<file path="config.mk">
export PLATFORM = sky130hd
export DESIGN_NAME = bt_ctrl
export DESIGN_NICKNAME = d
export VERILOG_FILES = /design/src/sv/bt_pkg.sv /design/src/sv/bt_ctrl.sv
export SDC_FILE = /design/constraint.sdc
export NUM_CORES = 1
export LEC_CHECK = 0
export ABC_AREA = 0
export BUFFER_PORTS_ARGS = -buffer_cell sky130_fd_sc_hd__clkbuf_2
export CAP_MARGIN = 20
export CORE_AREA = 2 2 39 41
export CTS_CLUSTER_DIAMETER = 100
export DETAILED_ROUTE_END_ITERATION = 6
export DIE_AREA = 0 0 41 43
export GPL_TIMING_DRIVEN = 1
export SETUP_SLACK_MARGIN = 0.05
export SLEW_MARGIN = 20
export SYNTH_ARGS = -nofsm -noshare
export SYNTH_HDL_FRONTEND = slang
export SYNTH_SLANG_ARGS = --single-unit
</file>
<file path="constraint.sdc">
create_clock -name clk_i -period 1.6 [get_ports clk_i]
set_clock_uncertainty 0.05 [all_clocks]
set_input_delay 0.32 -clock clk_i [delete_from_list [all_inputs] [get_ports clk_i]]
set_output_delay 0.32 -clock clk_i [all_outputs]
set_load 0.03 [all_outputs]
</file>
<file path="src/sv/bt_pkg.sv">
// Shared types and constants for the stereo cost vector block.
// Used by the controller, the datapath and the top level.
`default_nettype none

package bt_pkg;

  localparam int unsigned FUNC_W  = 2;
  localparam int unsigned COL_W   = 10;
  localparam int unsigned PIX_W   = 8;
  localparam int unsigned COST_W  = 9;
  localparam int unsigned LABEL_W = 6;
  localparam int unsigned RW_W    = 11;
  localparam int unsigned LC_W    = 7;
  localparam int unsigned CFG_IDX_W = 2;
  localparam int unsigned CFG_VAL_W = 11;

  localparam logic [FUNC_W-1:0] FUNC_LOAD_LEFT  = 2'd0;
  localparam logic [FUNC_W-1:0] FUNC_LOAD_RIGHT = 2'd1;
  localparam logic [FUNC_W-1:0] FUNC_COMPUTE    = 2'd2;

  localparam logic [CFG_IDX_W-1:0] REG_ROW_WIDTH   = 2'd0;
  localparam logic [CFG_IDX_W-1:0] REG_LABEL_COUNT = 2'd1;

  localparam logic [RW_W-1:0] ROW_WIDTH_RST   = 11'd1024;
  localparam logic [LC_W-1:0] LABEL_COUNT_RST = 7'd64;

  typedef struct packed {
    logic [FUNC_W-1:0] func;
    logic [COL_W-1:0]  column;
    logic [PIX_W-1:0]  pixel;
  } in_beat_t;

  typedef struct packed {
    logic [COST_W-1:0]  cost_half;
    logic [LABEL_W-1:0] label;
    logic               last;
    logic               error;
  } out_beat_t;

  typedef struct packed {
    logic [CFG_IDX_W-1:0] index;
    logic [CFG_VAL_W-1:0] value;
  } cfg_beat_t;

  typedef enum logic [2:0] {
    S_IDLE,
    S_RC,
    S_RB,
    S_RF,
    S_HL,
    S_LAB,
    S_ERR
  } bt_state_e;

  typedef enum logic [1:0] {
    RSEL_CTR,
    RSEL_BACK,
    RSEL_FWD
  } rsel_e;

  typedef struct packed {
    logic  in_ready;
    logic  rd_r;
    rsel_e rsel;
    logic  cap_rc;
    logic  cap_back;
    logic  cap_hl;
    logic  rd_l_first;
    logic  emit;
    logic  emit_err;
  } bt_cmd_t;

  typedef struct packed {
    logic in_valid;
    logic in_compute;
    logic in_col_bad;
    logic out_free;
    logic lab_last;
  } bt_stat_t;

endpackage

`default_nettype wire

</file>
<file path="src/sv/bt_ctrl.sv">
// Sequencing state machine for the stereo cost vector block.
// Depends on bt_pkg for the state, command and status types.
`default_nettype none

module bt_ctrl
  import bt_pkg::*;
(
  input  wire logic     clk_i,
  input  wire logic     rst_ni,
  input  wire bt_stat_t stat_i,
  output bt_cmd_t       cmd_o
);

  bt_state_e state_q, state_d;

  always_ff @(posedge clk_i or negedge rst_ni) begin
    if (!rst_ni) begin
      state_q <= S_IDLE;
    end else begin
      state_q <= state_d;
    end
  end

  always_comb begin
    state_d = state_q;
    cmd_o   = '0;
    cmd_o.rsel = RSEL_CTR;
    case (state_q)
      S_IDLE: begin
        cmd_o.in_ready = 1'b1;
        if (stat_i.in_valid && stat_i.in_compute) begin
          state_d = stat_i.in_col_bad ? S_ERR : S_RC;
        end
      end
      S_RC: begin
        cmd_o.rd_r = 1'b1;
        cmd_o.rsel = RSEL_CTR;
        state_d    = S_RB;
      end
      S_RB: begin
        cmd_o.cap_rc = 1'b1;
        cmd_o.rd_r   = 1'b1;
        cmd_o.rsel   = RSEL_BACK;
        state_d      = S_RF;
      end
      S_RF: begin
        cmd_o.cap_back = 1'b1;
        cmd_o.rd_r     = 1'b1;
        cmd_o.rsel     = RSEL_FWD;
        state_d        = S_HL;
      end
      S_HL: begin
        cmd_o.cap_hl     = 1'b1;
        cmd_o.rd_l_first = 1'b1;
        state_d          = S_LAB;
      end
      S_LAB: begin
        if (stat_i.out_free) begin
          cmd_o.emit = 1'b1;
          if (stat_i.lab_last) begin
            state_d = S_IDLE;
          end
        end
      end
      S_ERR: begin
        if (stat_i.out_free) begin
          cmd_o.emit_err = 1'b1;
          if (stat_i.lab_last) begin
            state_d = S_IDLE;
          end
        end
      end
      default: begin
        state_d = S_IDLE;
      end
    endcase
  end

endmodule

`default_nettype wire

</file>
==> flow_metrics.py <==
metrics = {
    "run_status": {
        "status": "finished, final reports clean",
    },
    "setup_path": {
        "path_cells": "buf_6 > nor3b_4 > clkbuf_8",
        "critPathSlowestCell": "dfrtp_2",
        "arrival_ns": 1.17,
        "criticalPathCategory": "reg -> out",
        "critPathLaunchType": "register",
        "worstPathMaxFanout": 4,
        "rr_worst_depth": 4,
        "worstPathRequired_ns": 1.23,
        "endpoint_kind": "output pin",
        "cpPeakStageDelay_ns": 0.41,
        "reg2reg_slack_ns": 0.41,
    },
    "drt": {
        "first_iter_violations": 7,
        "ant_nets": 0,
        "num_vias": 327,
        "routed_wl_microns": 718,
        "routedWlPerCell_microns": 10.1,
        "drt-vias-per-instance": 4.61,
        "dr.pass1.iters": 4,
        "drc": 0,
    },
    "timing": {
        "rsz0062_at_grt": "yes",
        "worst_pin_slew_ns": 0.269,
        "period_minus_slack_ns": 1.54,
        "setup_tns_ns": 0,
        "holdWs_ns": 0.347,
        "max_freq_mhz": 649,
        "hold_violations": 0,
        "relSlewSlack": 0.820,
        "setup_viol": 0,
        "min_period_over_period": 0.963,
        "slew_viol_final": 0,
    },
    "job": {
        "maxCapViolations": 0,
    },
    "yosys": {
        "post-synth-top-area-fraction": 0.249,
        "synth_edf_count": 0,
        "yosysWarningCount": 0,
        "yosysMostFrequentCell": "nor2_1",
        "synth.distinct_cells": 22,
        "synth_top_cell_by_area": "dfrtp_1",
        "async_flop_share": 1.00,
        "seq_area_frac_synth": 0.249,
        "synth_cells": 33,
        "synth_area_sq_um": 302,
        "synth_nets": 40,
        "synthTopCellsByCount": "nor2_1, buf_4, dfrtp_1, nand2_2",
        "avgSynthCellArea_sq_um": 9.14,
        "synth_flop_cell": "dfrtp_1",
        "ys_ff_latch": 3,
        "yosys-top-cells-area": "dfrtp_1, nor3b_2, buf_4, buf_6, a31oi_4",
    },
    "power": {
        "power_density_mw_per_mm2": 2350,
        "leakage_nw": 0.232,
        "ir_worst_vdd_mv": 1.06,
    },
    "finish": {
        "nets": 63,
        "fin_area_sq_um": 509,
        "synthToLayoutAreaGrowth_pct": 68.9,
        "reg_top3": "state_q x3",
        "drive_gt1_frac": 0.709,
        "largest_reg_flops": 3,
        "top_register": "state_q",
        "antenna_cells": 0,
    },
    "floorplan": {
        "core_area_sq_mm": 0.00138,
        "dieArea_sq_mm": 0.00176,
        "row_count": 14,
        "die_h_microns": 43,
        "dieWidth_microns": 41,
        "io_pins": 17,
        "initial_core_util": 0.218,
    },
    "placed_design": {
        "hpwlAfterDp_microns": 535,
        "postPlaceCellArea_sq_um": 403,
        "gp_congestion": 0.802,
        "port_buffers": 16,
    },
    "global_routing": {
        "grt_overflow_total": 0,
        "track_usage": 0.0987,
        "grt_max_degree": 8,
        "antenna_found_initial": 0,
        "grt_pass1_vias": 295,
        "grt_pass1_wl_microns": 1060,
    },
    "clocking": {
        "clock_latency_ns": 0.24,
        "clk_pin_slew_worst_paths_ns": 0.04,
        "cts_root_buf": "clkbuf_4",
        "cts_inserted_buffers": 3,
        "ctsLongestPathBuffers": 2,
        "cts_tree": "done",
        "clock_sinks": 3,
        "cts_max_level": 1,
    },
    "hold_path": {
        "holdPathStages": 3,
        "hold_class": "in -> reg",
    },
}
-- report_power, final --
group | switching [mW] | leakage [nW] | internal, mW
sequential | 0.0899 | 0.0329 | 0.124
combinational | 0.446 | 0.184 | 0.399
clock | 0.0452 | 0.0150 | 0.0938
-- worst max-delay path: cells and delay by family, from the launching register on --
family	cells	cell delay, ns
flops	1	0.41
buf+inv	2	0.32
simple gates	1	0.20
-- layer usage --
layer  GRT usage  share of wire  vias up
met4       0.120          0.032        0
met3      0.0314          0.071        2
li1            -              -      160
met2       0.150           0.52       14
met5           0              0        -
met1      0.0844           0.38      151
-- placed cells by master, fill, tap and decap left out, drive strengths merged --
cell type,synthesis,routed
nor3b,3,3
a21oi,1,1
nor2,5,5
nand3,1,1
a31oi,2,2
and2,1,1
nand3b,1,1
o211a,1,1
o21ai,1,1
clkbuf,0,18
nor3,1,1
a221oi,1,1
nand4,1,1
a311oi,1,1
dfrtp,3,3
inv,1,1
dlygate4sd3,0,1
nand2,4,4
buf,5,8
-- layout make-up --
class	instances	area (sq um)
Multi-Input combinational cell	24	201
Fill cell	152	875
Sequential cell	3	78.8
Tap cell	16	20.0
Clock buffer	4	26.3
Inverter	1	3.75
Timing Repair Buffer	23	179
-- cells by family (layout without fill, tap and decap cells) --
logic type | Yosys count | after routing | share of synthesized area
simple gates | 17 | 17 | 0.353
compound gates | 7 | 7 | 0.236
flops | 3 | 3 | 0.249
buf+inv | 6 | 28 | 0.162
-- final timing paths --
| check | start | end |
|---|---|---|
| max in group asynchronous | rst_ni | state_q[2] |
| hold / removal | stat_i[2] | state_q[2] |
| setup / recovery | state_q[2] | cmd_o[5] |
| hold reg to reg | state_q[1] | state_q[1] |
| min in group asynchronous | rst_ni | state_q[1] |
| setup reg to reg | state_q[0] | state_q[1] |
-- metrics by stage --
stage          instances   util  worst slack, ns  total power, mW
2_1_floorplan         33      -           0.0503            0.777
3_3_place_gp          64  0.291            0.172            0.905
3_5_place_dp          64  0.291            0.197            0.902
4_1_cts               71  0.366           0.0331             1.20
5_1_grt               71  0.368           0.0204             1.26
6_report              71  0.368           0.0588             1.20
-- what timing repair did --
action	4_1_cts	5_1_grt
resized for setup	15	4
endpoints found under the setup margin	10	6
hold endpoints to repair	3	0
buffers inserted	2	0
hold buffers	1	0
pin swaps	2	1
Power figures use the tool's default switching activity.
